### src/rtl/core/cpc_cell.sv
// One CORDIC step: vectoring on the offset steers rotation of the scaled radius.
module cpc_cell #(
	parameter int VW = 35,
	parameter int UW = 30,
	parameter int STEP = 0
) (
	input  logic                 clk,
	input  logic                 en,
	input  logic signed [VW-1:0] x_in,
	input  logic signed [VW-1:0] y_in,
	input  logic signed [UW-1:0] u_in,
	input  logic signed [UW-1:0] v_in,
	output logic signed [VW-1:0] x_out,
	output logic signed [VW-1:0] y_out,
	output logic signed [UW-1:0] u_out,
	output logic signed [UW-1:0] v_out
);
	logic signed [VW-1:0] xs, ys;
	logic signed [UW-1:0] us, vs;
	logic dir;
	logic signed [VW-1:0] x_q, y_q;
	logic signed [UW-1:0] u_q, v_q;

	assign xs = x_in >>> STEP;
	assign ys = y_in >>> STEP;
	assign us = u_in >>> STEP;
	assign vs = v_in >>> STEP;
	// rotate clockwise while the offset is on or above the axis
	assign dir = ~y_in[VW-1];

	always_ff @(posedge clk) begin
		if (en) begin
			if (dir) begin
				x_q <= x_in + ys;
				y_q <= y_in - xs;
				u_q <= u_in - vs;
				v_q <= v_in + us;
			end else begin
				x_q <= x_in - ys;
				y_q <= y_in + xs;
				u_q <= u_in + vs;
				v_q <= v_in - us;
			end
		end
	end

	assign x_out = x_q;
	assign y_out = y_q;
	assign u_out = u_q;
	assign v_out = v_q;

endmodule

### config.mk
export PLATFORM = sky130hd
export DESIGN_NAME = cpc_cell
export DESIGN_NICKNAME = d
export VERILOG_FILES = /design/src/rtl/core/cpc_cell.sv
export SDC_FILE = /design/constraint.sdc
export NUM_CORES = 1
export LEC_CHECK = 0
export BUFFER_PORTS_ARGS = -buffer_cell sky130_fd_sc_hd__buf_2
export CAP_MARGIN = 20
export CORE_ASPECT_RATIO = 0.8
export CORE_MARGIN = 2
export CORE_UTILIZATION = 53
export CTS_CLUSTER_DIAMETER = 60
export CTS_CLUSTER_SIZE = 14
export DETAILED_ROUTE_END_ITERATION = 16
export HOLD_SLACK_MARGIN = 0.15
export PLACE_DENSITY = 0.77
export SETUP_SLACK_MARGIN = 0.1
export SYNTH_ARGS = -nofsm -noshare
export SYNTH_HDL_FRONTEND = slang
export SYNTH_SLANG_ARGS = --single-unit
export TNS_END_PERCENT = 50
### constraint.sdc
create_clock -name clk -period 3.7 [get_ports clk]
set_input_delay 0.74 -clock clk [delete_from_list [all_inputs] [get_ports clk]]
set_output_delay 0.74 -clock clk [all_outputs]
set_load 0.02 [all_outputs]
==> results of run 1 <==
-- synth_stat cells (all sizes together), types with 13 or more instances --
| library cell | number | area (µm²) |
|---|---|---|
| a211oi | 24 | 180 |
| a21o | 32 | 240 |
| a21oi | 222 | 1110 |
| a31oi | 14 | 87.6 |
| buf | 25 | 119 |
| clkbuf | 54 | 203 |
| edfxtp | 128 | 3840 |
| ha | 189 | 2360 |
| inv | 185 | 694 |
| mux2i | 30 | 300 |
| nand2 | 69 | 259 |
| nand2b | 19 | 119 |
| nand3 | 24 | 120 |
| nand4 | 13 | 81.3 |
| nor2 | 147 | 557 |
| nor2b | 22 | 138 |
| nor3 | 46 | 235 |
| nor4 | 13 | 87.6 |
| o21ai | 114 | 571 |
| o21bai | 46 | 357 |
| o31ai | 18 | 135 |
| xnor2 | 110 | 963 |
| xor2 | 13 | 114 |
-- power groups by stage --
| stage | Combinational [W] | Sequential [W] | Clock, W |
|---|---|---|---|
| finish | 0.00296 | 0.00200 | 0.00178 |
| floorplan | 0.00141 | 0.00236 | 0 |
| CTS | 0.00290 | 0.00201 | 0.00179 |
| detailed placement | 0.00288 | 0.00203 | 0 |
| global route | 0.00318 | 0.00203 | 0.00185 |
| global placement | 0.00285 | 0.00203 | 0 |
-- what timing repair did --
| item | in CTS | in global routing |
|---|---|---|
| resized for setup | 0 | 9 |
| setup endpoints to repair | 0 | 10 |
| buffers inserted | 0 | 1 |
-- cells by family (layout without fill, tap and decap cells) --
kind of cell / count (synthesis) / in the layout
AOI/OAI and AO/OA: 583 / 583
and+or+nand+nor: 394 / 394
buffers and inverters: 270 / 692
adders and majority gates: 195 / 195
DFF: 128 / 128
xor gates and xnor gates: 123 / 123
muxes: 30 / 30
other: 0 / 4
-- layer usage --
metal  wire [µm]  GRT usage (%)
met4        1070           8.46
met2       20000           48.4
met3        5140           8.25
met5           0              0
met1       22100           49.5
-- through the flow --
stage / utilization, % / worst slack, ps / area [µm²] / cells
3_3_place_gp: 65.5 / -273 / 17300 / 2469
3_5_place_dp: 65.5 / -341 / 17300 / 2469
6_report: 68.0 / 193 / 18000 / 2506
2_1_floorplan: - / 166 / 14300 / 1723
5_1_grt: 68.0 / 37.5 / 18000 / 2505
4_1_cts: 67.8 / 110 / 17900 / 2501
-- final cells by class --
type,instances,area share (%)
timing repair buffer,469,16.2
clock buffer,17,2.37
multi-input combinational,1325,52.5
inverter,191,3.99
sequential,128,21.4
clock inverter,15,0.962
tap,357,2.49
antenna,4,0.0557
-- worst min-delay path by stage --
| stage | cells after the start | startpoint | to | slack, ps |
|---|---|---|---|---|
| 2_1_floorplan | 0 | en | u_out[0] | 850 |
| 3_3_place_gp | 2 | x_in[34] | x_out[34] | 1070 |
| 3_5_place_dp | 2 | x_in[34] | x_out[34] | 1070 |
| 4_1_cts | 2 | x_in[34] | y_out[34] | 620 |
| 5_1_grt | 2 | x_in[34] | y_out[34] | 640 |
| 6_report | 2 | x_in[34] | x_out[34] | 640 |
-- state kept, by name, summed over array words and instances (netlist names) --
register,cells
x_out,34
v_out,29
u_out,30
y_out,35
-- placed cells by master (no fill, tap or decap), drive strengths merged, types with 5 or more instances in the layout --
master / instances
o22ai: 5
mux2i: 30
a2111oi: 5
nor3: 46
nor2: 147
a211oi: 24
fa: 6
and3: 5
o211ai: 12
o221ai: 6
xor2: 13
a221oi: 7
nor4: 13
ha: 189
and2: 7
nor2b: 22
nand2: 69
clkbuf: 17
a21oi: 222
xnor2: 110
clkinv: 8
nand4: 13
a31oi: 14
a211o: 6
a21boi: 5
o31ai: 18
or4: 5
buf: 469
nand3: 24
a21o: 32
o21ai: 114
nand2b: 19
edfxtp: 128
o21a: 12
inv: 193
or3: 12
o21bai: 46
==> summary.txt, run 1 <==
Floorplan
  – IO Count: 262
  – Die Y: 151 µm
  – FP Rows: 53
  – Die area: 28,300 µm²
  – Core area: 26,400 µm²
  – DIE WIDTH: 187 µm
  – Initial Util: 54.1%

Pwr
  – Logic gate share of total power: 43.9%
  – PD cells: 376 nW/µm²
  – Leakage power: 8.43 nW
  – Power Internal: 0.00412 W
  – Clock Power Share: 26.3%
  – Sw Ratio: 39.0%
  – Worst IR drop on VDD: 0.326 mV
  – Psw: 0.00263 W
  – Sequential power share: 29.7%
  – Total power: 0.00674 W

Clocking
  – Root buf cell: clkbuf_16
  – Clk sinks: 128
  – CTS tree: yes
  – CTS Buffer Depth: 2
  – CTS H-tree depth: 4
  – TritonCTS buffer count: 17
  – Hold buffers post-CTS: 0
  – Register clock-pin slew on the reported worst setup and hold paths: 60 ps

Cells and area
  – Nets: 2,459
  – P&R area growth vs syn: 25.8%
  – Share of layout cells above drive strength 1: 24.8%
  – Multi-input gate area: 9430 µm²
  – Fill cell count: 2,205
  – Register Area: 3840 µm²

Yosys
  – Post-Syn Area per Cell: 8.28 µm²
  – Register area share after synthesis: 26.9%
  – Synth Warn #: 0
  – Synth Net Count: 2,050
  – Synth Area in Simple Gates: 13.2%
  – XOR/XNOR Fraction of Synth Area: 7.55%
  – Cell area after synthesis: 14,300 µm²
  – Synth Area in Compound Gates: 25.6%
  – Largest family of logic cells by synthesized area: compound AO/OA/AOI/OAI gates
  – Asr flop ratio synth: 0%
  – Post-Synthesis Cells: 1,723
  – Number of synthesized register bits: 128
  – Ys flop type: edfxtp_1
  – Mux cell area share after synthesis: 2.10%
  – Post-synth EDFFs: 128
  – Distinct cell type count after synthesis: 79
  – Synth Area in Adders: 17.4%

Placed design
  – HPWL after DPL: 38.5 mm
  – Port bufs: 261
  – Gp weighted congestion: 0.994

Routing
  – Drc violations: 0
  – Drt initial violations: 1,690
  – WL per Instance: 19.3 µm
  – Via count: 14,800
  – Final ANT Viol Nets: 0
  – Routed WL: 48.3 mm
  – Via density: 5.89
  – DR pass1 iterations: 6

Critical path
  – Element type at the critical path end: register
  – Critical path arrival: 3680 ps
  – CP Depth: 15
  – Setup Crit Path Kind: input port to register
  – Critical-path cell list: buf_2, inv_1, ha_1, buf_4, o311ai_1, a221oi_1, buf_4, a31oi_1, a221oi_1, buf_4, buf_4, o41ai_1, a21o_1, a21oi_1, xnor2_1
  – Top delay family on crit path: compound AO/OA/AOI/OAI gates
  – Startpoint Class: input port
  – Critical path's most frequent cell: buf_4
  – Worst-path maximum fanout: 9
  – Critical path startpoint: u_in[11]
  – Crit-path max cell delay: 430 ps
  – CP Data Required Time: 3880 ps
  – Slowest CP cell: o311ai_1
  – WP buf/inv: 6
  – Worst Setup EP: u_out[26]

Global route
  – Largest net degree at the start of global routing: 140
  – Total global routing track utilization: 33.4%
  – Number of global-route vias before repair: 13,700
  – Initial antenna violation count: 4
  – Final global-route overflow total: 0
  – First-pass GRT wire length: 74.2 mm

Timing
  – Final Max Tran Viols: 0
  – Worst slew margin: 50.4%
  – F_max: 285 MHz
  – Hold Vio Cnt, Final: 0
  – Min Tclk post-route: 3510 ps
  – Setup TNS: 0 ps
  – Worst hold slack: 635 ps
  – Final worst-path cycle share: 94.8%
  – Worst slew pin tran: 742 ps
  – Setup-failing EPs final: 0
  – Unrepaired setup endpoints after global routing: true

Hold path
  – Hold/Removal Path Class: input port to register

Job
  – Maxcap violations: 0

Outcome
  – Run status: completed
(Power assumes the default switching activity.)
==> inputs of run 2 (changes only) <==
Settings changed: CORE_UTILIZATION 53 to 50, PLACE_DENSITY 0.77 to 0.73.
==> run 2 against run 1 <==
Clock power down 2%; sequential cell count did not move; largest cell class unchanged; die area up 5.9%; sequential share of layout area decreased by 0.47 points; sequential power about the same; highest routed layer unchanged.
==> summary.txt, run 2 (synthesized netlist as in run 1, its figures left out) <==
Timing
  – Worst slew pin tran: 750 ps (was 742 ps)
  – Setup-failing EPs final: 0 (unchanged)
  – Min Tclk post-route: 3530 ps (was 3510 ps)
  – Worst hold slack: 645 ps (was 635 ps)
  – Final Max Tran Viols: 0 (unchanged)
  – Unrepaired setup endpoints after global routing: true (unchanged)
  – Hold Vio Cnt, Final: 0 (unchanged)
  – Final worst-path cycle share: 95.5% (was 94.8%)
  – F_max: 283 MHz (was 285 MHz)
  – Setup WS post-layout: 166 ps (was 193 ps)
  – Worst slew margin: 49.9% (was 50.4%)

Floorplan
  – FP Rows: 55 (was 53)
  – Die area: 29,900 µm² (was 28,300 µm²)
  – Initial Util: 50.7% (was 54.1%)
  – Core area: 28,100 µm² (was 26,400 µm²)
  – Die Y: 155 µm (was 151 µm)
  – DIE WIDTH: 193 µm (was 187 µm)
  – IO Count: 262 (unchanged)

Routing
  – DR pass1 iterations: 6 (unchanged)
  – Final ANT Viol Nets: 0 (unchanged)
  – Via count: 15,000 (was 14,800)
  – Drc violations: 0 (unchanged)
  – Routed WL: 49.5 mm (was 48.3 mm)
  – Via density: 5.85 (was 5.89)
  – WL per Instance: 19.3 µm (about the same)
  – Drt initial violations: 1,719 (was 1,690)

Job
  – Maxcap violations: 0 (unchanged)

Global route
  – Largest net degree at the start of global routing: 53 (was 140)
  – Number of global-route vias before repair: 14,200 (was 13,700)
  – Total global routing track utilization: 32.8% (was 33.4%)
  – Final global-route overflow total: 0 (unchanged)
  – Initial antenna violation count: 5 (was 4)
  – First-pass GRT wire length: 76.8 mm (was 74.2 mm)

Cells and area
  – Max FFs per register: 35 (unchanged)
  – Nets: 2,508 (was 2,459)
  – Most common cell after layout, fill and taps aside: buf_2 (unchanged)
  – Share of layout cells above drive strength 1: 26.7% (was 24.8%)
  – P&R area growth vs syn: 28.7% (was 25.8%)
  – Commonest cells after routing, fill and taps aside: buf_2 (259), buf_4 (257), a21oi_1 (219) (was buf_2 (259), a21oi_1 (221), buf_4 (207))

Clocking
  – Register clock-pin slew on the reported worst setup and hold paths: 70 ps (was 60 ps)
  – Hold buffers post-CTS: 0 (unchanged)
  – Root buf cell: clkbuf_16 (unchanged)
  – Clk sinks: 128 (unchanged)
  – CTS H-tree depth: 4 (unchanged)
  – CTS tree: yes (unchanged)
  – CTS Buffer Depth: 2 (unchanged)
  – TritonCTS buffer count: 17 (unchanged)

Pwr
  – PD cells: 370 nW/µm² (was 376 nW/µm²)
  – Leakage power: 8.67 nW (was 8.43 nW)
  – Worst IR drop on VDD: 0.331 mV (was 0.326 mV)

Critical path
  – Crit-path max cell delay: 500 ps (was 430 ps)
  – Top delay family on crit path: compound AO/OA/AOI/OAI gates (unchanged)
  – Element type at the critical path end: register (unchanged)
  – Critical-path cell list: buf_2, inv_1, ha_1, nor2_2, a211o_1, or4_4, o21bai_4, buf_4, o21ai_1, a21o_1, a311oi_1, o21bai_1, a21oi_1, xnor2_1 (was buf_2, inv_1, ha_1, buf_4, o311ai_1, a221oi_1, buf_4, a31oi_1, a221oi_1, buf_4, buf_4, o41ai_1, a21o_1, a21oi_1, xnor2_1)
  – Slowest CP cell: or4_4 (was o311ai_1)
  – CP Data Required Time: 3870 ps (was 3880 ps)
  – Setup Crit Path Kind: input port to register (unchanged)
  – WP buf/inv: 3 (was 6)
  – Worst-path maximum fanout: 3 (was 9)
  – Critical path arrival: 3700 ps (was 3680 ps)
  – Startpoint Class: input port (unchanged)

Hold path
  – Hold/Removal Path Class: input port to register (unchanged)

Placed design
  – Gp weighted congestion: 1.02 (was 0.994)
  – HPWL after DPL: 39.7 mm (was 38.5 mm)
  – Port bufs: 261 (unchanged)
  – DP Worst Slack: -395 ps (was -341 ps)

Outcome
  – Run status: completed (unchanged)
[run 2: path summary, 6_finish.rpt]
| kind | startpoint | end | slack [ps] | cells after the start |
|---|---|---|---|---|
| max | u_in[10] | u_out[29] | 170 | 14 |
| min | x_in[34] | y_out[34] | 650 | 2 |
[run 2: layout make-up]
type | count | area [µm²]
fill | 2453 | 9780
multi-input combinational | 1325 | 9480
sequential | 128 | 3840
timing repair buffer | 518 | 3270
inverter | 191 | 717
tap | 370 | 463
clock buffer | 18 | 429
clock inverter | 13 | 146
antenna | 5 | 12.5
[run 2: per-stage QoR]
stage	instances	total power [W]	instance area (µm²)	utilization [%]	setup TNS [ps]
floorplan	1723	0.00377	14300	-	0
global placement	2530	0.00494	17700	62.7	-3430
detailed placement	2530	0.00497	17700	62.7	-4690
CTS	2561	0.00673	18200	64.8	0
global route	2568	0.00711	18400	65.2	0
finish	2568	0.00679	18400	65.2	0
[run 2: timing repair]
item | 4_1_cts | 5_1_grt
gates cloned | 0 | 0
resized for setup | 1 | 18
pin swaps | 0 | 5
setup buffers | 0 | 2
endpoints found under the setup margin | 2 | 22
[run 2: routing by layer]
layer | part of all wire [%] | GRT usage (%)
met2 | 41 | 47.5
met4 | 2.5 | 9.49
met3 | 9.7 | 6.79
met1 | 47 | 48.9
met5 | 0 | 0
[run 2: power breakdown]
part	switching, W	leakage [nW]	total [W]	internal, W
clock	0.000700	0.280	0.00174	0.00104
sequential	0.0000668	1.25	0.00201	0.00194
combinational	0.00183	7.14	0.00304	0.00121
