[src/rtl/core/cpc_pkg.sv]
// Shared constants and types for the circle clamp pipeline.
package cpc_pkg;

	localparam int FRAC_BITS    = 20;
	localparam int CENTER_BITS  = 11;
	localparam int RADIUS_BITS  = 8;
	localparam int KINV_BITS    = 30;
	localparam int KINV_SHIFT   = KINV_BITS - FRAC_BITS;
	localparam int CFG_IDX_BITS = 3;
	localparam int CFG_DATA_BITS = 11;

	// Inverse CORDIC gain, 30 fraction bits
	localparam logic [KINV_BITS-1:0] KINV_Q30 = 30'd652032874;

	// Configuration register indexes
	localparam logic [CFG_IDX_BITS-1:0] REG_FIRST_CX  = 3'd0;
	localparam logic [CFG_IDX_BITS-1:0] REG_FIRST_CY  = 3'd1;
	localparam logic [CFG_IDX_BITS-1:0] REG_SECOND_CX = 3'd2;
	localparam logic [CFG_IDX_BITS-1:0] REG_SECOND_CY = 3'd3;
	localparam logic [CFG_IDX_BITS-1:0] REG_RADIUS    = 3'd4;

	// Register reset values
	localparam logic [CENTER_BITS-1:0] RST_FIRST_CX  = 11'd330;
	localparam logic [CENTER_BITS-1:0] RST_FIRST_CY  = 11'd300;
	localparam logic [CENTER_BITS-1:0] RST_SECOND_CX = 11'd480;
	localparam logic [CENTER_BITS-1:0] RST_SECOND_CY = 11'd300;
	localparam logic [RADIUS_BITS-1:0] RST_RADIUS    = 8'd30;

	typedef struct packed {
		logic flip;
		logic in_circle;
	} ctl_t;

endpackage

[src/rtl/core/cpc_prep.sv]
// Offset from a center, inside test and left half plane fold ahead of the CORDIC row.
module cpc_prep #(
	parameter int COORD_BITS = 12,
	parameter int DW = 13,
	parameter int VW = 35
) (
	input  logic                                clk,
	input  logic                                en,
	input  logic signed [COORD_BITS-1:0]        px,
	input  logic signed [COORD_BITS-1:0]        py,
	input  logic [cpc_pkg::CENTER_BITS-1:0]     cx,
	input  logic [cpc_pkg::CENTER_BITS-1:0]     cy,
	input  logic [2*cpc_pkg::RADIUS_BITS-1:0]   rsq,
	output logic signed [VW-1:0]                x0,
	output logic signed [VW-1:0]                y0,
	output cpc_pkg::ctl_t                       ctl,
	output logic [cpc_pkg::CENTER_BITS-1:0]     cx_out,
	output logic [cpc_pkg::CENTER_BITS-1:0]     cy_out
);
	import cpc_pkg::*;

	localparam int SQW = 2 * DW;

	logic signed [DW-1:0] pxe, pye, cxe, cye;
	logic signed [DW-1:0] dx_s1, dy_s1;
	logic [CENTER_BITS-1:0] cx_s1, cy_s1;
	logic [SQW-1:0] sqx_s2, sqy_s2;
	logic signed [DW-1:0] ox_s2, oy_s2;
	logic flip_s2;
	logic [CENTER_BITS-1:0] cx_s2, cy_s2;
	logic [SQW:0] dist_sq;

	assign pxe = DW'(px);
	assign pye = DW'(py);
	assign cxe = DW'(cx);
	assign cye = DW'(cy);

	always_ff @(posedge clk) begin
		if (en) begin
			dx_s1 <= pxe - cxe;
			dy_s1 <= pye - cye;
			cx_s1 <= cx;
			cy_s1 <= cy;
			sqx_s2 <= SQW'(dx_s1 * dx_s1);
			sqy_s2 <= SQW'(dy_s1 * dy_s1);
			// fold the left half plane onto the right
			flip_s2 <= dx_s1[DW-1];
			ox_s2 <= dx_s1[DW-1] ? -dx_s1 : dx_s1;
			oy_s2 <= dx_s1[DW-1] ? -dy_s1 : dy_s1;
			cx_s2 <= cx_s1;
			cy_s2 <= cy_s1;
		end
	end

	assign dist_sq = (SQW+1)'(sqx_s2) + (SQW+1)'(sqy_s2);

	assign ctl.flip      = flip_s2;
	assign ctl.in_circle = dist_sq < (SQW+1)'(rsq);
	assign x0 = {(VW-FRAC_BITS)'(ox_s2), {FRAC_BITS{1'b0}}};
	assign y0 = {(VW-FRAC_BITS)'(oy_s2), {FRAC_BITS{1'b0}}};
	assign cx_out = cx_s2;
	assign cy_out = cy_s2;

endmodule

[config.mk]
export PLATFORM = sky130hd
export DESIGN_NAME = cpc_prep
export DESIGN_NICKNAME = d
export VERILOG_FILES = /design/src/rtl/core/cpc_pkg.sv /design/src/rtl/core/cpc_prep.sv
export SDC_FILE = /design/constraint.sdc
export NUM_CORES = 1
export LEC_CHECK = 0
export BUFFER_PORTS_ARGS = -buffer_cell sky130_fd_sc_hd__buf_2
export CAP_MARGIN = 10
export CORE_ASPECT_RATIO = 1.75
export CORE_MARGIN = 2
export CORE_UTILIZATION = 35
export DETAILED_ROUTE_END_ITERATION = 8
export SLEW_MARGIN = 30
export SYNTH_ARGS = -nofsm -noshare
export SYNTH_HDL_FRONTEND = slang
export SYNTH_SLANG_ARGS = --single-unit
[constraint.sdc]
create_clock -name clk -period 17.5 [get_ports clk]
set_input_delay 0.875 -clock clk [delete_from_list [all_inputs] [get_ports clk]]
set_output_delay 0.875 -clock clk [all_outputs]
set_load 0.1 [all_outputs]
==> results of run 1 <==
[sequential cells by signal, indices dropped and copies added, names as in the netlist, 11 cells and up]
register and count:
sqx_s2 25, sqy_s2 25, dx_s1 13, dy_s1 13, ox_s2 12, oy_s2 12, cx_out 11, cx_s1 11
cy_out 11, cy_s1 11
[metal layers]
layer	routed length [um]	part of all wire, %	track usage, %	vias up
li1	-	-	-	6096
met1	16000	39	16.7	6392
met2	23000	55	30.1	245
met3	1240	3.0	1.63	62
met4	1370	3.3	5.89	0
met5	0	0	0	-
[area by class of cell]
| class | count | area (sq um) | area share [%] |
|---|---|---|---|
| Clock inverter | 15 | 189 | 0.902 |
| Tap cell | 690 | 863 | 4.12 |
| Multi-Input combinational cell | 1271 | 12900 | 61.6 |
| Inverter | 426 | 1600 | 7.64 |
| Clock buffer | 17 | 425 | 2.03 |
| Sequential cell | 145 | 4350 | 20.8 |
| Timing Repair Buffer | 119 | 607 | 2.90 |
[stage by stage]
step	instances	area (sq um)
2_1_floorplan	1928	19300
3_3_place_gp	2651	20300
3_5_place_dp	2651	20300
4_1_cts	2683	20900
5_1_grt	2683	20900
6_report	2683	20900
[cells in the final DEF, fill, tap and decap left out, drive strengths merged, types with 10 or more instances in the layout]
cell type / count
o21ai: 40
fa: 287
nor2b: 23
nand3: 16
conb: 40
xor2: 21
inv: 429
clkinv: 12
edfxtp: 145
nor2: 95
a211oi: 13
nand2: 159
xnor2: 90
clkbuf: 17
o31ai: 10
ha: 216
a21o: 24
and2: 39
buf: 119
nor3: 13
a21oi: 55
[kinds of logic (layout without fill, tap and decap cells)]
| kind of cell | count (synthesis) | after routing | share of synthesized area (%) |
|---|---|---|---|
| buffers and inverters | 512 | 577 | 10.9 |
| adders and majority gates | 503 | 503 | 44.0 |
| muxes | 4 | 4 | 0.209 |
| DFF | 145 | 145 | 22.7 |
| and+or+nand+nor | 402 | 402 | 9.81 |
| AOI/OAI and AO/OA | 211 | 211 | 7.31 |
| other | 1 | 40 | 0.0195 |
| xor gates and xnor gates | 111 | 111 | 5.06 |
[worst paths after layout]
kind | depth (start not counted) | slack [ns] | end
worst max register to register | 19 | 11.13 | sqx_s2[24]
worst min-delay path | 0 | 0.42 | cy_out[2]
worst min register to register | 0 | 0.42 | cy_out[2]
worst max-delay path | 19 | 11.13 | sqx_s2[24]
==> impl_results.md, run 1 <==
- Status: finished clean
- Initial antenna violation count: 0
- CP top delay family: adder cells
- Synth cell types: 67
- Final setup skew: 0.0102 ns
- Worst Tran Pin Value: 0.930 ns
- Vias in the first global route: 14,100
- Clock buffer depth: 2
- Unrepaired setup endpoints after global routing: false
- Fmax: 157 MHz
- Layout cells sized above 1: 8.73%
- R2r startpoint: dx_s1[5]
- Hold_sp: cy_s1[2]
- Final hold slack: 0.416 ns
- Post-CTS Resized: 0
- Buffers on Ports: 117
- Detail Placement HPWL: 34,600 um
- Final setup viols: 0
- Gr ovfl total: 0
- Post-synth top flop: edfxtp_1
- Crit path largest cell delay: 0.81 ns
- Vias: 12,800
- Die height: 314 um
- CTS clk-pin slew, worst paths: 0.07 ns
- Kind of critical path: register to register
- Area grow syn2layout: 9.02%
- Count leader, synth: inv_1
- Core Rows: 113
- Ys Warns: 0
- Worst Path Required: 17.67 ns
- Final min period: 6.37 ns
- Top cell type's share of synthesized area: 29.9%
- Mean area per synthesized cell: 10.2 sq um
- FFs w/ async S/R, synth: 0%
- Critical-path cell list: inv_1 -> nor2_1 -> inv_1 -> fa_1 -> inv_1 -> fa_1 -> inv_1 -> fa_1 -> inv_1 -> fa_1 -> fa_1 -> ha_1 -> ha_1 -> a21oi_1 -> nor2b_1 -> a21oi_1 -> a21oi_1 -> a21oi_1 -> o311ai_0
- Ant. Diodes: 0
- NumNets Final: 2,547
- Max_cap viols: 0
- Largest cells by area after synthesis: fa_1 (30%), edfxtp_1 (23%), ha_1 (14%), inv_1 (8.3%), xnor2_1 (4.1%)
- Drt wl/cell: 15.5 um
- Largest net degree at the start of global routing: 96
- CTS tree: done
- #FFs+latches synth: 145
- Worst setup SP type: register
- WP buf/inv: 5
- DRC: 0
- Slew headroom: 38.0%
- Overall routing resource usage: 15.3%
- DIE AREA: 0.0568 sq mm
- Crit path max-delay cell type: edfxtp_1
- Period utilisation layout: 36.4%
- Antenna Nets Post-Route: 0
- Synthesized area: 0.0192 sq mm
- Die width: 181 um
- Clk sinks: 145
- Starting Density: 35.4%
- Clock latency on the worst-skew pair: 0.45 ns
- Global placer's final weighted congestion: 0.890
- Most frequent cells after synthesis: inv_1 (424), fa_1 (287), ha_1 (216)
- H-tree levels: 4
- Synthesized instance count: 1,889
- Initial drt markers: 554
- First-pass GRT wire length: 69,200 um
- Final wirelength: 41,700 um
- Crit path arrival time: 6.54 ns
- Number of synthesized flops with an enable pin: 145
- Pins Over Slew Limit: 0
- Root Buffer: clkbuf_16
- FILL cells: 5,410
- Setup TNS: 0 ns
- Hold WC Path Type: register to register
- IO Pins: 158
- CTS buffer count: 17
- CP endpoint kind: register
- Quantity of hold-fixing buffers added after cts: 0
- Core area: 0.0543 sq mm
- Area leader, netlist: fa_1
- Sequential area share after synthesis: 22.7%
- Buffer count from post-CTS setup fixing: 0
- First-pass DRT Iterations: 5
- Crit Path Max Fanout: 17
- Place WS: 11.16 ns
- CP Launch Point: dx_s1[5]
- Final Util: 38.6%
- Final hold vios: 0
- Via density: 4.77
- Post-route worst setup slack: 11.13 ns
Power of run 1 is not shown: default switching activity piles up to over one toggle a cycle in this logic, so the estimate is an artifact.
==> inputs of run 2 (changes only) <==
--- a/config.mk
+++ b/config.mk
@@ -5,6 +5,7 @@
 export SDC_FILE = /design/constraint.sdc
 export NUM_CORES = 1
 export LEC_CHECK = 0
+export ABC_AREA = 1
 export BUFFER_PORTS_ARGS = -buffer_cell sky130_fd_sc_hd__buf_2
 export CAP_MARGIN = 10
 export CORE_ASPECT_RATIO = 1.75
==> constraint.sdc (replaced) <==
create_clock -name clk -period 5.7 [get_ports clk]
set_input_delay 0.285 -clock clk [delete_from_list [all_inputs] [get_ports clk]]
set_output_delay 0.285 -clock clk [all_outputs]
set_load 0.1 [all_outputs]
==> run 2 against run 1 <==
  * Synthesized cell count grew 17%
  * Sequential cell count did not move
  * Register-to-register slack got worse by 11 ns
  * Critical path depth shrank 1
  * Utilization grew 1.2 points
  * Maximum frequency increased by 16%
  * Die area up 4.1%
  * Sequential share of layout area decreased by 1.5 points
  * Via count is 13% higher
  * Design area grew 8.0%
  * Critical path type unchanged
  * Highest routed layer unchanged
==> impl_results.md, run 2 <==
- Status: finished clean
- Unrepaired setup endpoints after global routing: true
- Max_cap viols: 0 (unchanged)
- Final hold vios: 0 (unchanged)
- Ys Warns: 0 (unchanged)
- IO Pins: 158 (unchanged)
- #FFs+latches synth: 145 (unchanged)
- Crit path arrival time: 5.72 ns (-0.82 ns)
- Final setup skew: 0.0132 ns (+0.00296 ns)
- Critical-path cell list: nand2_1 -> inv_1 -> ha_1 -> xor2_1 -> fa_1 -> inv_1 -> fa_1 -> fa_1 -> fa_1 -> fa_1 -> ha_1 -> a21oi_1 -> o21ai_1 -> nand2_1 -> nand3_1 -> a31oi_2 -> o21bai_1 -> xor2_1
- Largest cells by area after synthesis: fa_1 (29%), edfxtp_1 (22%), ha_1 (14%), inv_1 (10%), nand2_1 (7.7%)
- Initial drt markers: 534 (-3.6%)
- Die height: 320 um (+2.1%)
- Worst setup SP type: register
- Die width: 185 um (+2.0%)
- Slew headroom: 41.0% (+3.0 points)
- Worst Path Required: 5.93 ns (-11.74 ns)
- Core Rows: 116 (+2.7%)
- Most frequent CP cell: fa_1
- Worst Tran Pin Value: 0.886 ns (-0.0444 ns)
- Post-synth top flop: edfxtp_1
- Post-synthesis xor/xnor area fraction: 5.16% (+0.10 points)
- Final hold slack: 0.0219 ns (-0.395 ns)
- Starting Density: 35.2% (-0.19 points)
- Count leader, synth: inv_1
- Synth Area in Compound Gates: 5.05% (-2.3 points)
- Clk sinks: 145 (unchanged)
- NumNets Final: 2,961 (+16%)
- Sequential area share after synthesis: 21.8% (-0.92 points)
- Root Buffer: clkbuf_16
- Synthesized instance count: 2,211 (+17%)
- Area leader, netlist: fa_1
- Kind of critical path: register to register
- Final wirelength: 46,500 um (+12%)
- FFs w/ async S/R, synth: 0% (unchanged)
- Buffers on Ports: 117 (unchanged)
- Layout cells sized above 1: 11.9% (+3.2 points)
- Place WS: -0.0269 ns (-11.19 ns)
- Fmax: 182 MHz (+16%)
- Crit path max-delay cell type: fa_1
- Top flop regs: sqx_s2 x25, sqy_s2 x25
- Mean area per synthesized cell: 9.05 sq um (-11%)
- Pins Over Slew Limit: 0 (unchanged)
- Top cell type's share of synthesized area: 28.7% (-1.2 points)
- Overall routing resource usage: 16.5% (+1.2 points)
- Vias in the first global route: 16,100 (+14%)
- Most frequent cells after synthesis: inv_1 (559), nand2_1 (413), fa_1 (287)
- Commonest non-fill, non-tap cell in the layout: inv_1
- Synth cell types: 42 (-37%)
- Ant. Diodes: 0 (unchanged)
- First-pass GRT wire length: 77,200 um (+12%)
- Global placer's final weighted congestion: 0.891 (+0.19%)
- DIE AREA: 0.0592 sq mm (+4.1%)
- Quantity of hold-fixing buffers added after cts: 0 (unchanged)
- R2r startpoint: dx_s1[9]
- Clock latency on the worst-skew pair: 0.45 ns (about the same)
- Synthesized area: 0.0200 sq mm (+4.2%)
- Largest family of logic cells by synthesized area: adder cells
- Period utilisation layout: 96.2% (+60 points)
- Post-Synth Adder-Cell Area: 42.2% (-1.8 points)
- Core area: 0.0569 sq mm (+4.8%)
- Initial antenna violation count: 0 (unchanged)
- Detail Placement HPWL: 40,100 um (+16%)
- Crit Path Max Fanout: 5 (-12)
- CP endpoint kind: register
- Mux share of post-synthesis cell area: 0% (-0.21 points)
- Gr ovfl total: 0 (unchanged)
- Most frequent cells in the layout: inv_1 (559), nand2_1 (413), fa_1 (287), ha_1 (215), edfxtp_1 (145)
- Clock buffer depth: 2 (unchanged)
- Final setup viols: 0 (unchanged)
- H-tree levels: 4 (unchanged)
- Vias: 14,500 (+13%)
- Hold WC Path Type: input port to register
- CP Launch Point: dx_s1[9]
- CTS clk-pin slew, worst paths: 0.07 ns (about the same)
- First-pass DRT Iterations: 5 (unchanged)
- Antenna Nets Post-Route: 0 (unchanged)
- Crit path largest cell delay: 0.57 ns (-0.24 ns)
- Final min period: 5.49 ns (-0.888 ns)
- Hold_sp: cx[8]
- CTS buffer count: 17 (unchanged)
- Via density: 4.56 (-4.4%)
- DRC: 0 (unchanged)
- Largest net degree at the start of global routing: 80 (-17%)
- Simple-gate share of the synthesized area: 12.8% (+2.9 points)
- Area grow syn2layout: 13.0%
- Post-route worst setup slack: 0.214 ns (-10.91 ns)
- Number of synthesized flops with an enable pin: 145 (unchanged)
- Drt wl/cell: 14.6 um (-5.7%)
- Setup TNS: 0 ns (unchanged)
- CTS tree: done
run 2: cell types whose count changed in the layout (fill, tap and decap cells not counted), moves of 10 or more:
cell | before | now
nand2_1 | 159 | 413
inv_1 | 424 | 559
buf_4 | 2 | 93
xor2_1 | 21 | 75
xnor2_1 | 90 | 42
and2_1 | 39 | 4
a21oi_1 | 55 | 87
nand3_1 | 16 | 42
nor2b_1 | 23 | 0
a21o_1 | 23 | 7
nand4_1 | 6 | 20
o31ai_1 | 10 | 0
run 2: final cells by class:
class | count | area [sq um]
clock buffers | 17 | 425
clock inverters | 15 | 166
fillers | 5800 | 34300
inverters | 561 | 2110
multi-input cells | 1456 | 13300
flip-flops and latches | 145 | 4350
well taps | 767 | 960
repair buffers | 213 | 1350
run 2: worst max-delay path, delay by kind of cell (launching register included):
family,cells,cell delay (ns)
buffers and inverters,2,0.12
XOR/XNOR,2,0.49
AO/OA/AOI/OAI,4,0.66
flip-flops,1,0.52
adder cells (fa/ha/maj),7,3.14
AND/OR/NAND/NOR,3,0.33
run 2: per-layer routing:
layer,up-vias,global-route usage [%],share of wire [%]
met5,-,0,0
met4,0,7.65,3.9
met3,88,1.66,3.3
met2,330,32.9,56
met1,7015,16.9,36
li1,7041,-,-
run 2: final timing paths:
path,end,slack [ns],cells after the start
worst max-delay path,sqx_s2[21],0.21,18
worst min-delay path,cx_s1[8],0.02,1
worst max register to register,sqx_s2[21],0.21,18
worst min register to register,cx_out[1],0.42,0
run 2: logic make-up (layout without fill, tap and decap cells):
| family | after synthesis | in the layout |
|---|---|---|
| compound gates | 177 | 177 |
| xor+xnor | 118 | 118 |
| fa+ha+maj | 503 | 503 |
| buf+inv | 649 | 806 |
| flops | 145 | 145 |
| other cells | 1 | 40 |
| simple gates | 618 | 618 |
run 2: per-stage QoR:
stage,util [%],area [sq um],std cells
finish,39.7,22600,3174
CTS,39.3,22400,3149
floorplan,-,20200,2250
global placement,38.2,21700,3108
detailed placement,38.2,21700,3108
global route,39.7,22600,3174
run 2: repair_timing:
action                                  4_1_cts  5_1_grt
pin swaps                                     0        1
hold endpoints to repair                      0        0
endpoints found under the setup margin        3       20
gates resized for setup                       0       15
setup buffers                                 9       25
Power of run 2 is left out for the same reason.
