==> src/rtl/core/cpc_pkg.sv <==
// Shared constants and types for the circle clamp pipeline.
package cpc_pkg;

	localparam int FRAC_BITS    = 20;
	localparam int CENTER_BITS  = 11;
	localparam int RADIUS_BITS  = 8;
	localparam int KINV_BITS    = 30;
	localparam int KINV_SHIFT   = KINV_BITS - FRAC_BITS;
	localparam int CFG_IDX_BITS = 3;
	localparam int CFG_DATA_BITS = 11;

	// Inverse CORDIC gain, 30 fraction bits
	localparam logic [KINV_BITS-1:0] KINV_Q30 = 30'd652032874;

	// Configuration register indexes
	localparam logic [CFG_IDX_BITS-1:0] REG_FIRST_CX  = 3'd0;
	localparam logic [CFG_IDX_BITS-1:0] REG_FIRST_CY  = 3'd1;
	localparam logic [CFG_IDX_BITS-1:0] REG_SECOND_CX = 3'd2;
	localparam logic [CFG_IDX_BITS-1:0] REG_SECOND_CY = 3'd3;
	localparam logic [CFG_IDX_BITS-1:0] REG_RADIUS    = 3'd4;

	// Register reset values
	localparam logic [CENTER_BITS-1:0] RST_FIRST_CX  = 11'd330;
	localparam logic [CENTER_BITS-1:0] RST_FIRST_CY  = 11'd300;
	localparam logic [CENTER_BITS-1:0] RST_SECOND_CX = 11'd480;
	localparam logic [CENTER_BITS-1:0] RST_SECOND_CY = 11'd300;
	localparam logic [RADIUS_BITS-1:0] RST_RADIUS    = 8'd30;

	typedef struct packed {
		logic flip;
		logic in_circle;
	} ctl_t;

endpackage

==> src/rtl/core/cpc_finish.sv <==
// Unfold, round to a pixel, add the center and saturate; holds the result register.
module cpc_finish #(
	parameter int COORD_BITS = 12,
	parameter int UW = 30
) (
	input  logic                            clk,
	input  logic                            en,
	input  logic signed [UW-1:0]            u,
	input  logic signed [UW-1:0]            v,
	input  cpc_pkg::ctl_t                   ctl,
	input  logic [cpc_pkg::CENTER_BITS-1:0] cx,
	input  logic [cpc_pkg::CENTER_BITS-1:0] cy,
	input  logic signed [COORD_BITS-1:0]    px,
	input  logic signed [COORD_BITS-1:0]    py,
	output logic signed [COORD_BITS-1:0]    res_x,
	output logic signed [COORD_BITS-1:0]    res_y,
	output logic                            in_circle
);
	import cpc_pkg::*;

	localparam int RXW  = UW + 1 - FRAC_BITS;
	localparam int CW   = CENTER_BITS + 1;
	localparam int MW0  = (COORD_BITS > CW) ? COORD_BITS : CW;
	localparam int MW1  = (MW0 > RXW) ? MW0 : RXW;
	localparam int SUMW = MW1 + 1;
	localparam logic signed [UW:0] HALF = (UW+1)'(2 ** (FRAC_BITS - 1));
	localparam logic signed [SUMW-1:0] SAT_HI = SUMW'((2 ** (COORD_BITS - 1)) - 1);
	localparam logic signed [SUMW-1:0] SAT_LO = -SUMW'(2 ** (COORD_BITS - 1));

	logic signed [UW:0] ue, ve, ur, vr;
	logic signed [RXW-1:0] rx_f1, ry_f1;
	logic in_circle_f1;
	logic [CENTER_BITS-1:0] cx_f1, cy_f1;
	logic signed [COORD_BITS-1:0] px_f1, py_f1;
	logic signed [CW-1:0] cxs, cys;
	logic signed [SUMW-1:0] sum_x, sum_y;
	logic signed [COORD_BITS-1:0] res_x_q, res_y_q;
	logic in_circle_q;

	function automatic logic signed [COORD_BITS-1:0] sat(input logic signed [SUMW-1:0] s);
		logic signed [COORD_BITS-1:0] r;
		if (s > SAT_HI) begin
			r = SAT_HI[COORD_BITS-1:0];
		end else if (s < SAT_LO) begin
			r = SAT_LO[COORD_BITS-1:0];
		end else begin
			r = s[COORD_BITS-1:0];
		end
		return r;
	endfunction

	assign ue = (UW+1)'(u);
	assign ve = (UW+1)'(v);
	// undo the fold and add the rounding half in one adder
	assign ur = ctl.flip ? (HALF - ue) : (ue + HALF);
	assign vr = ctl.flip ? (HALF - ve) : (ve + HALF);

	always_ff @(posedge clk) begin
		if (en) begin
			rx_f1 <= ur[UW:FRAC_BITS];
			ry_f1 <= vr[UW:FRAC_BITS];
			in_circle_f1 <= ctl.in_circle;
			cx_f1 <= cx;
			cy_f1 <= cy;
			px_f1 <= px;
			py_f1 <= py;
		end
	end

	assign cxs = CW'(cx_f1);
	assign cys = CW'(cy_f1);
	assign sum_x = SUMW'(cxs) + SUMW'(rx_f1);
	assign sum_y = SUMW'(cys) + SUMW'(ry_f1);

	always_ff @(posedge clk) begin
		if (en) begin
			res_x_q <= in_circle_f1 ? px_f1 : sat(sum_x);
			res_y_q <= in_circle_f1 ? py_f1 : sat(sum_y);
			in_circle_q <= in_circle_f1;
		end
	end

	assign res_x = res_x_q;
	assign res_y = res_y_q;
	assign in_circle = in_circle_q;

endmodule

==> config.mk <==
export PLATFORM = sky130hd
export DESIGN_NAME = cpc_finish
export DESIGN_NICKNAME = d
export VERILOG_FILES = /design/src/rtl/core/cpc_pkg.sv /design/src/rtl/core/cpc_finish.sv
export SDC_FILE = /design/constraint.sdc
export NUM_CORES = 1
export LEC_CHECK = 0
export ABC_AREA = 1
export ABC_CLOCK_PERIOD_IN_PS = 2000
export BUFFER_PORTS_ARGS = -buffer_cell sky130_fd_sc_hd__clkbuf_2
export CORE_MARGIN = 2
export CORE_UTILIZATION = 50
export DETAILED_ROUTE_END_ITERATION = 7
export MAX_ROUTING_LAYER = met4
export PLACE_DENSITY = 0.83
export SYNTH_ARGS = -nofsm -noshare
export SYNTH_HDL_FRONTEND = slang
export SYNTH_SLANG_ARGS = --single-unit
export TNS_END_PERCENT = 5
==> constraint.sdc <==
create_clock -name clk -period 2 [get_ports clk]
set_clock_uncertainty 0.05 [all_clocks]
set_input_delay 0 -clock clk [delete_from_list [all_inputs] [get_ports clk]]
set_output_delay 0 -clock clk [all_outputs]
set_load 0.03 [all_outputs]
==> flow_summary_export.csv, run 1 <==
group,metric,value,unit
timing,setup_viol,24,
finish,design_area,0.00867,sq mm
worst_setup_path,crit_path_end,"res_y[5]",
route,first_pass_iters,7,
power_and_ir_drop,p_switching,2.05,mW
worst_setup_path,rr_worst_depth,12,
global_routing,antenna_found_initial,0,
worst_setup_path,r2r_start,"ry_f1[10]",
route,wl_met2,8.42,mm
timing,worst_slack,-0.140,ns
placed_design,gp_congestion,0.980,
timing,period_needed,2.14,ns
min_path,hp-start,"u[29]",
floorplan,die-area,0.0132,sq mm
route,vias,6034,
floorplan,io_pins,135,
route,antenna_left,0,
worst_setup_path,path_class,"flop to flop",
power_and_ir_drop,seqPwrFrac,0.394,
yosys,yosysMostFrequentCell,"nand2_1",
timing,drv_slew,0,
placed_design,place_ws,-0.145,ns
worst_setup_path,r2r_slack,-0.14,ns
yosys,avgSynthCellArea,7.86,sq um
placed_design,port_buffers,134,
clock_tree,tritoncts,"yes",
yosys,synth_edf_count,94,
worst_setup_path,reg2reg_to,"res_y[5]",
yosys,synth.distinct_cells,27,
yosys,synthCells,784,
timing,fmax,467,MHz
power_and_ir_drop,p_comb_frac,0.349,
worst_setup_path,crit_fanout,5,
route,wl_met3,682,um
worst_setup_path,arrival,2.18,ns
yosys,yosys.area.top_type,"edfxtp_1",
yosys,synth_warnings,0,
clock_tree,clkTransAtPathRegs,0.06,ns
yosys,synthesis.nets,926,
clock_tree,clock-sinks,94,
finish,diodes,0,
floorplan,die_h,115,um
power_and_ir_drop,p_sw_frac,0.320,
worst_setup_path,worstPathRequired,2.04,ns
power_and_ir_drop,peakVddDrop,0.396,mV
global_routing,grt_pass1_vias,5767,
timing,worst_pin_slew,0.648,ns
floorplan,coreArea,0.0120,sq mm
clock_tree,cts_buffers,9,
finish,drive_above_1_share,0.269,
finish,final_core_util,0.722,
clock_tree,h-tree-depth,3,
min_path,worst_hold_path_type,"input port to flop",
power_and_ir_drop,clkPwrFrac,0.257,
power_and_ir_drop,power_density,738,mW/mm^2
timing,hold_viol_final,0,
route,vias_per_cell,5.08,
placed_design,placedInstanceArea,0.00740,sq mm
timing,slew_headroom,0.567,
outcome,violations,"setup timing",
route,wl_met1,7.03,mm
power_and_ir_drop,p_int,4.36,mW
timing,final.period_utilization,1.07,
clock_tree,insertion_delay,0.34,ns
yosys,synthTopCellsByCount,"270 x nand2_1, 106 x inv_1, 94 x edfxtp_1, 72 x nor2_1, 54 x nand3_1",
worst_setup_path,worstSetupStartpointType,"flop",
job,maxCapViolCount,0,
yosys,synth.top_cell.area_share,0.458,
power_and_ir_drop,finalPower,6.40,mW
yosys,synthTopCellsByArea,"edfxtp_1 46%, nand2_1 16%, inv_1 6.5%, ha_1 6.1%, nand3_1 4.4%",
route,drt_iter0_drc,437,
global_routing,grt_use_total,0.256,
route,drc_errors,0,
route,wl_per_cell,13.9,um
worst_setup_path,end_kind,"flop",
timing,rsz0062_at_grt,"yes",
power_and_ir_drop,total_leakage_power,4.17,nW
floorplan,initial_core_util,0.513,
outcome,outcome,"finished with violations",
finish,nNetsFinal,1177,
yosys,seq_area_frac_synth,0.458,
worst_setup_path,cpMostUsedCell,"nand2_1",
worst_setup_path,critical_path.cell_chain,"buf_4 > ha_1 > inv_1 > nand2_1 > a21oi_2 > nand4_1 > nand2_2 > nand2_4 > nand2_1 > nand2_2 > nand2_1 > nand2_1",
yosys,synthesis.area,0.00617,sq mm
global_routing,overflow,0,
placed_design,dpl.hpwl,10.9,mm
global_routing,grt_pass1_wl,25.9,mm
timing,whs,0.0103,ns
finish,area_delta_synth_final,40.7,%
yosys,synth_ff_type,"edfxtp_1",
worst_setup_path,cpPeakStageDelay,0.44,ns
route,top_layer,"met4",
worst_setup_path,crit_path_start,"ry_f1[10]",
yosys,synthArstFlopShare,0,
floorplan,die_w,115,um
clock_tree,root_buffer,"clkbuf_16",
route,drt-total-wl,16.5,mm
floorplan,row_count,40,
worst_setup_path,crit_slowest_cell,"edfxtp_1",
yosys,ys_ff_latch,94,
clock_tree,cts_buffer_depth,2,
global_routing,grt_max_degree,40,
==> logic make-up after synthesis <==
kind of cell | synth area share
and+or+nand+nor | 0.314
DFF | 0.458
buffers and inverters | 0.0763
AOI/OAI and AO/OA | 0.0467
xor gates and xnor gates | 0.0384
adders and majority gates | 0.0674
==> what timing repair did <==
| action | in CTS | in global routing |
|---|---|---|
| hold buffers | 55 | 0 |
| endpoints found under the hold margin | 66 | 0 |
| gates cloned | 1 | 2 |
| gates resized for setup | 38 | 39 |
| setup buffers | 1 | 3 |
| setup endpoints to repair | 22 | 24 |
| pin swaps | 12 | 22 |
==> placed cells by master, fill, tap and decap left out, drive strengths merged <==
| cell | netlist | routed |
|---|---|---|
| inv | 106 | 106 |
| nor3 | 8 | 8 |
| fa | 2 | 2 |
| clkinvlp | 0 | 1 |
| nand3 | 54 | 54 |
| and3 | 2 | 2 |
| ha | 30 | 30 |
| clkbuf | 7 | 144 |
| nor4 | 7 | 7 |
| o31ai | 1 | 1 |
| o211ai | 5 | 5 |
| a21oi | 27 | 27 |
| o21ai | 20 | 20 |
| xor2 | 20 | 20 |
| nand2 | 278 | 281 |
| nand4 | 35 | 35 |
| nand3b | 1 | 1 |
| xnor2 | 7 | 7 |
| dlygate4sd3 | 0 | 55 |
| nor2 | 73 | 73 |
| bufinv | 0 | 1 |
| buf | 6 | 62 |
| edfxtp | 94 | 94 |
| clkinv | 1 | 4 |
==> power by group through the flow <==
stage | sequential (mW) | clock [mW] | combinational, mW
global route | 2.54 | 1.75 | 2.45
floorplan | 2.66 | 0 | 0.968
detailed placement | 2.53 | 0 | 1.79
finish | 2.52 | 1.65 | 2.23
global placement | 2.52 | 0 | 1.76
CTS | 2.51 | 1.64 | 2.02
==> worst max-delay path: cells and delay by family (launching register included) <==
kind                     cells  cell delay [ns]
adder cells (fa/ha/maj)      1             0.24
AO/OA/AOI/OAI                1             0.17
flip-flops                   1             0.44
buffers and inverters        2             0.26
AND/OR/NAND/NOR              8             0.73
==> cell type report <==
type | count | area, sq um
fill | 877 | 3340
multi-input combinational | 573 | 3280
sequential | 94 | 2820
timing repair buffer | 250 | 1700
inverter | 107 | 409
clock buffer | 11 | 233
tap | 147 | 184
clock inverter | 5 | 50.0
==> flip-flops by register name, indices dropped and copies added (netlist names) <==
register / cells
px_f1: 12
py_f1: 12
res_x: 12
res_y: 12
cx_f1: 11
cy_f1: 11
rx_f1: 11
ry_f1: 11
in_circle: 1
in_circle_f1: 1
==> how the worst min path moves through the flow <==
stage	slack, ns	depth (start not counted)	endpoint
2_1_floorplan	0.05	0	cx_f1[0]
3_3_place_gp	0.13	1	cx_f1[10]
3_5_place_dp	0.13	1	px_f1[3]
4_1_cts	0.001	4	rx_f1[9]
5_1_grt	0.02	4	rx_f1[9]
6_report	0.01	4	rx_f1[9]
==> metrics by stage <==
step / cells / setup TNS (ns)
final: 1187 / -2.49
after global routing: 1187 / -4.61
after CTS: 1182 / -0.906
after detailed placement: 1109 / -2.36
after global placement: 1109 / -1.39
after floorplan: 784 / -0.247
==> metal layers <==
| metal | track usage | vias up |
|---|---|---|
| met3 | 0.0306 | 30 |
| met1 | 0.299 | 2687 |
| met5 | - | - |
| met4 | 0.0964 | 0 |
| li1 | - | 3089 |
| met2 | 0.451 | 228 |
No activity file was read; power rests on OpenSTA's default activity.
==> run 2: changes to the inputs <==
Settings changed: CORE_ASPECT_RATIO set to 0.75, SKIP_LAST_GASP set to 1.
==> run 2 against run 1 <==
  * The run still ends with setup timing left
  * Global-route usage fell by 0.12 points
  * Register-to-register slack got worse by 0.12 ns
  * Cell count rose by 0.84%
  * Worst hold slack improved by 0.0038 ns
  * Combinational power fell by 6%
  * Design area fell by 3.0%
  * Via count rose by 2.0%
  * Critical endpoint is now res_y[3]
  * Largest cell class unchanged
==> flow_summary_export.csv, run 2 (same netlist as run 1, synthesis figures left out) <==
group,metric,value,unit
finish,regArea,0.00282,sq mm
timing,period_needed,2.26,ns
power_and_ir_drop,power_density,738,mW/mm^2
worst_setup_path,crit_family,"simple AND/OR/NAND/NOR gates",
route,vias,6156,
clock_tree,clkTransAtPathRegs,0.07,ns
global_routing,antenna_found_initial,1,
floorplan,io_pins,135,
global_routing,grt_use_total,0.255,
power_and_ir_drop,p_sw_frac,0.334,
worst_setup_path,crit_fanout,6,
timing,slew_headroom,0.665,
global_routing,overflow,0,
floorplan,initial_core_util,0.506,
power_and_ir_drop,seqPwrFrac,0.405,
worst_setup_path,worstPathRequired,2.04,ns
global_routing,grt_max_degree,34,
floorplan,die_w,132,um
outcome,violations,"setup timing",
power_and_ir_drop,p_int,4.13,mW
route,first_pass_iters,5,
worst_setup_path,timing.critical_path.buf_inv,1,
timing,final.period_utilization,1.13,
min_path,whs_path_depth,4,
clock_tree,h-tree-depth,3,
timing,fmax,443,MHz
power_and_ir_drop,clkPwrFrac,0.257,
worst_setup_path,rr_worst_depth,12,
finish,drive_above_1_share,0.245,
clock_tree,cts_buffers,9,
timing,rsz0062_at_grt,"yes",
clock_tree,root_buffer,"clkbuf_16",
finish,area_delta_synth_final,36.4,%
route,antenna_left,0,
job,maxCapViolCount,0,
timing,whs,0.0141,ns
global_routing,grt_pass1_vias,5593,
outcome,outcome,"finished with violations",
route,drt_iter0_drc,446,
route,drt-total-wl,16.8,mm
power_and_ir_drop,peakVddDrop,0.404,mV
finish,nNetsFinal,1167,
floorplan,die_h,100,um
worst_setup_path,cp_num_cells,12,
floorplan,coreArea,0.0122,sq mm
power_and_ir_drop,p_switching,2.07,mW
worst_setup_path,end_kind,"flop",
power_and_ir_drop,p_comb_frac,0.338,
min_path,worst_hold_path_type,"input port to flop",
floorplan,die-area,0.0132,sq mm
worst_setup_path,crit_slowest_cell,"edfxtp_1",
worst_setup_path,critical_path.cell_chain,"ha_1 > nand2_1 > nor2_2 > nand3_2 > nand3_1 > nand2_1 > nand2_2 > inv_2 > nand2_4 > nand2_1 > nand2_1 > nand2_1",
worst_setup_path,worstSetupStartpointType,"flop",
worst_setup_path,cpMostUsedCell,"nand2_1",
finish,layout_commonest_cell,"nand2_1",
clock_tree,cts_buffer_depth,2,
clock_tree,clock-sinks,94,
timing,setup-tns-final,-3.47,ns
placed_design,port_buffers,134,
timing,drv_slew,0,
placed_design,gp_congestion,0.925,
timing,worst_slack,-0.256,ns
finish,multi_input_area,0.00308,sq mm
clock_tree,insertion_delay,0.34,ns
worst_setup_path,path_class,"flop to flop",
finish,mostFrequentLayoutCells,"263 x nand2_1, 133 x clkbuf_2, 98 x inv_1, 94 x edfxtp_1, 69 x nor2_1",
clock_tree,tritoncts,"yes",
placed_design,dpl.hpwl,11.0,mm
timing,setup_viol,22,
timing,hold_viol_final,0,
worst_setup_path,arrival,2.30,ns
route,drc_errors,0,
timing,worst_pin_slew,0.500,ns
route,wl_per_cell,14.0,um
power_and_ir_drop,total_leakage_power,4.11,nW
power_and_ir_drop,finalPower,6.21,mW
worst_setup_path,cpPeakStageDelay,0.43,ns
floorplan,row_count,35,
route,vias_per_cell,5.14,
global_routing,grt_pass1_wl,26.4,mm
finish,nFillCells,960,
[run 2: metrics by stage]
| stage | setup slack (ns) | area, sq um | utilization | std cells |
|---|---|---|---|---|
| after floorplan | -0.0265 | 6170 | - | 784 |
| after global placement | -0.0924 | 7380 | 0.606 | 1120 |
| after detailed placement | -0.167 | 7380 | 0.606 | 1120 |
| after CTS | -0.103 | 8280 | 0.680 | 1193 |
| after global routing | -0.388 | 8410 | 0.691 | 1197 |
| final | -0.256 | 8410 | 0.691 | 1197 |
[run 2: final timing paths]
check                               from        to  slack [ns]
worst max-delay path            cy_f1[8]  res_y[3]       -0.26
worst min-delay path               v[29]  ry_f1[9]        0.01
worst max register to register  cy_f1[8]  res_y[3]       -0.26
worst min register to register  py_f1[9]  res_y[9]        0.48
[run 2: final cells by class]
| type | count | area share |
|---|---|---|
| inverters | 107 | 0.0480 |
| repair buffers | 240 | 0.193 |
| diodes | 1 | 0.000297 |
| clock inverters | 7 | 0.00580 |
| multi-input cells | 573 | 0.366 |
| flip-flops and latches | 94 | 0.336 |
| well taps | 166 | 0.0247 |
| clock buffers | 9 | 0.0268 |
[run 2: repair_timing]
| item | 4_1_cts | 5_1_grt |
|---|---|---|
| cloned | 2 | 1 |
| endpoints found under the setup margin | 22 | 24 |
| pin swaps | 11 | 11 |
| hold buffers | 52 | 0 |
| gates resized for setup | 20 | 24 |
| buffers inserted | 3 | 2 |
| hold endpoints to repair | 53 | 0 |
[run 2: layer usage]
layer / up-vias / track usage / routed length [um]
met1: 2740 / 0.335 / 7310
li1: 3070 / - / -
met2: 304 / 0.413 / 7730
met3: 42 / 0.0328 / 1270
met5: - / - / 0
met4: 0 / 0.0893 / 463
[run 2: power by group through the flow]
stage                     clock [mW]  combinational (mW)  sequential (mW)
final                           1.60                2.09             2.51
after global routing            1.69                2.32             2.53
after CTS                       1.59                1.94             2.50
after detailed placement           0                1.77             2.53
after global placement             0                1.73             2.53
after floorplan                    0               0.968             2.66
[run 2: worst register-to-register path, stage by stage, from the launching register on]
cell,delay (ns)
edfxtp_1,0.43
ha_1,0.43
nand2_1,0.14
nor2_2,0.17
nand3_2,0.12
nand3_1,0.09
nand2_1,0.06
nand2_2,0.12
inv_2,0.08
nand2_4,0.10
nand2_1,0.08
nand2_1,0.07
nand2_1,0.07
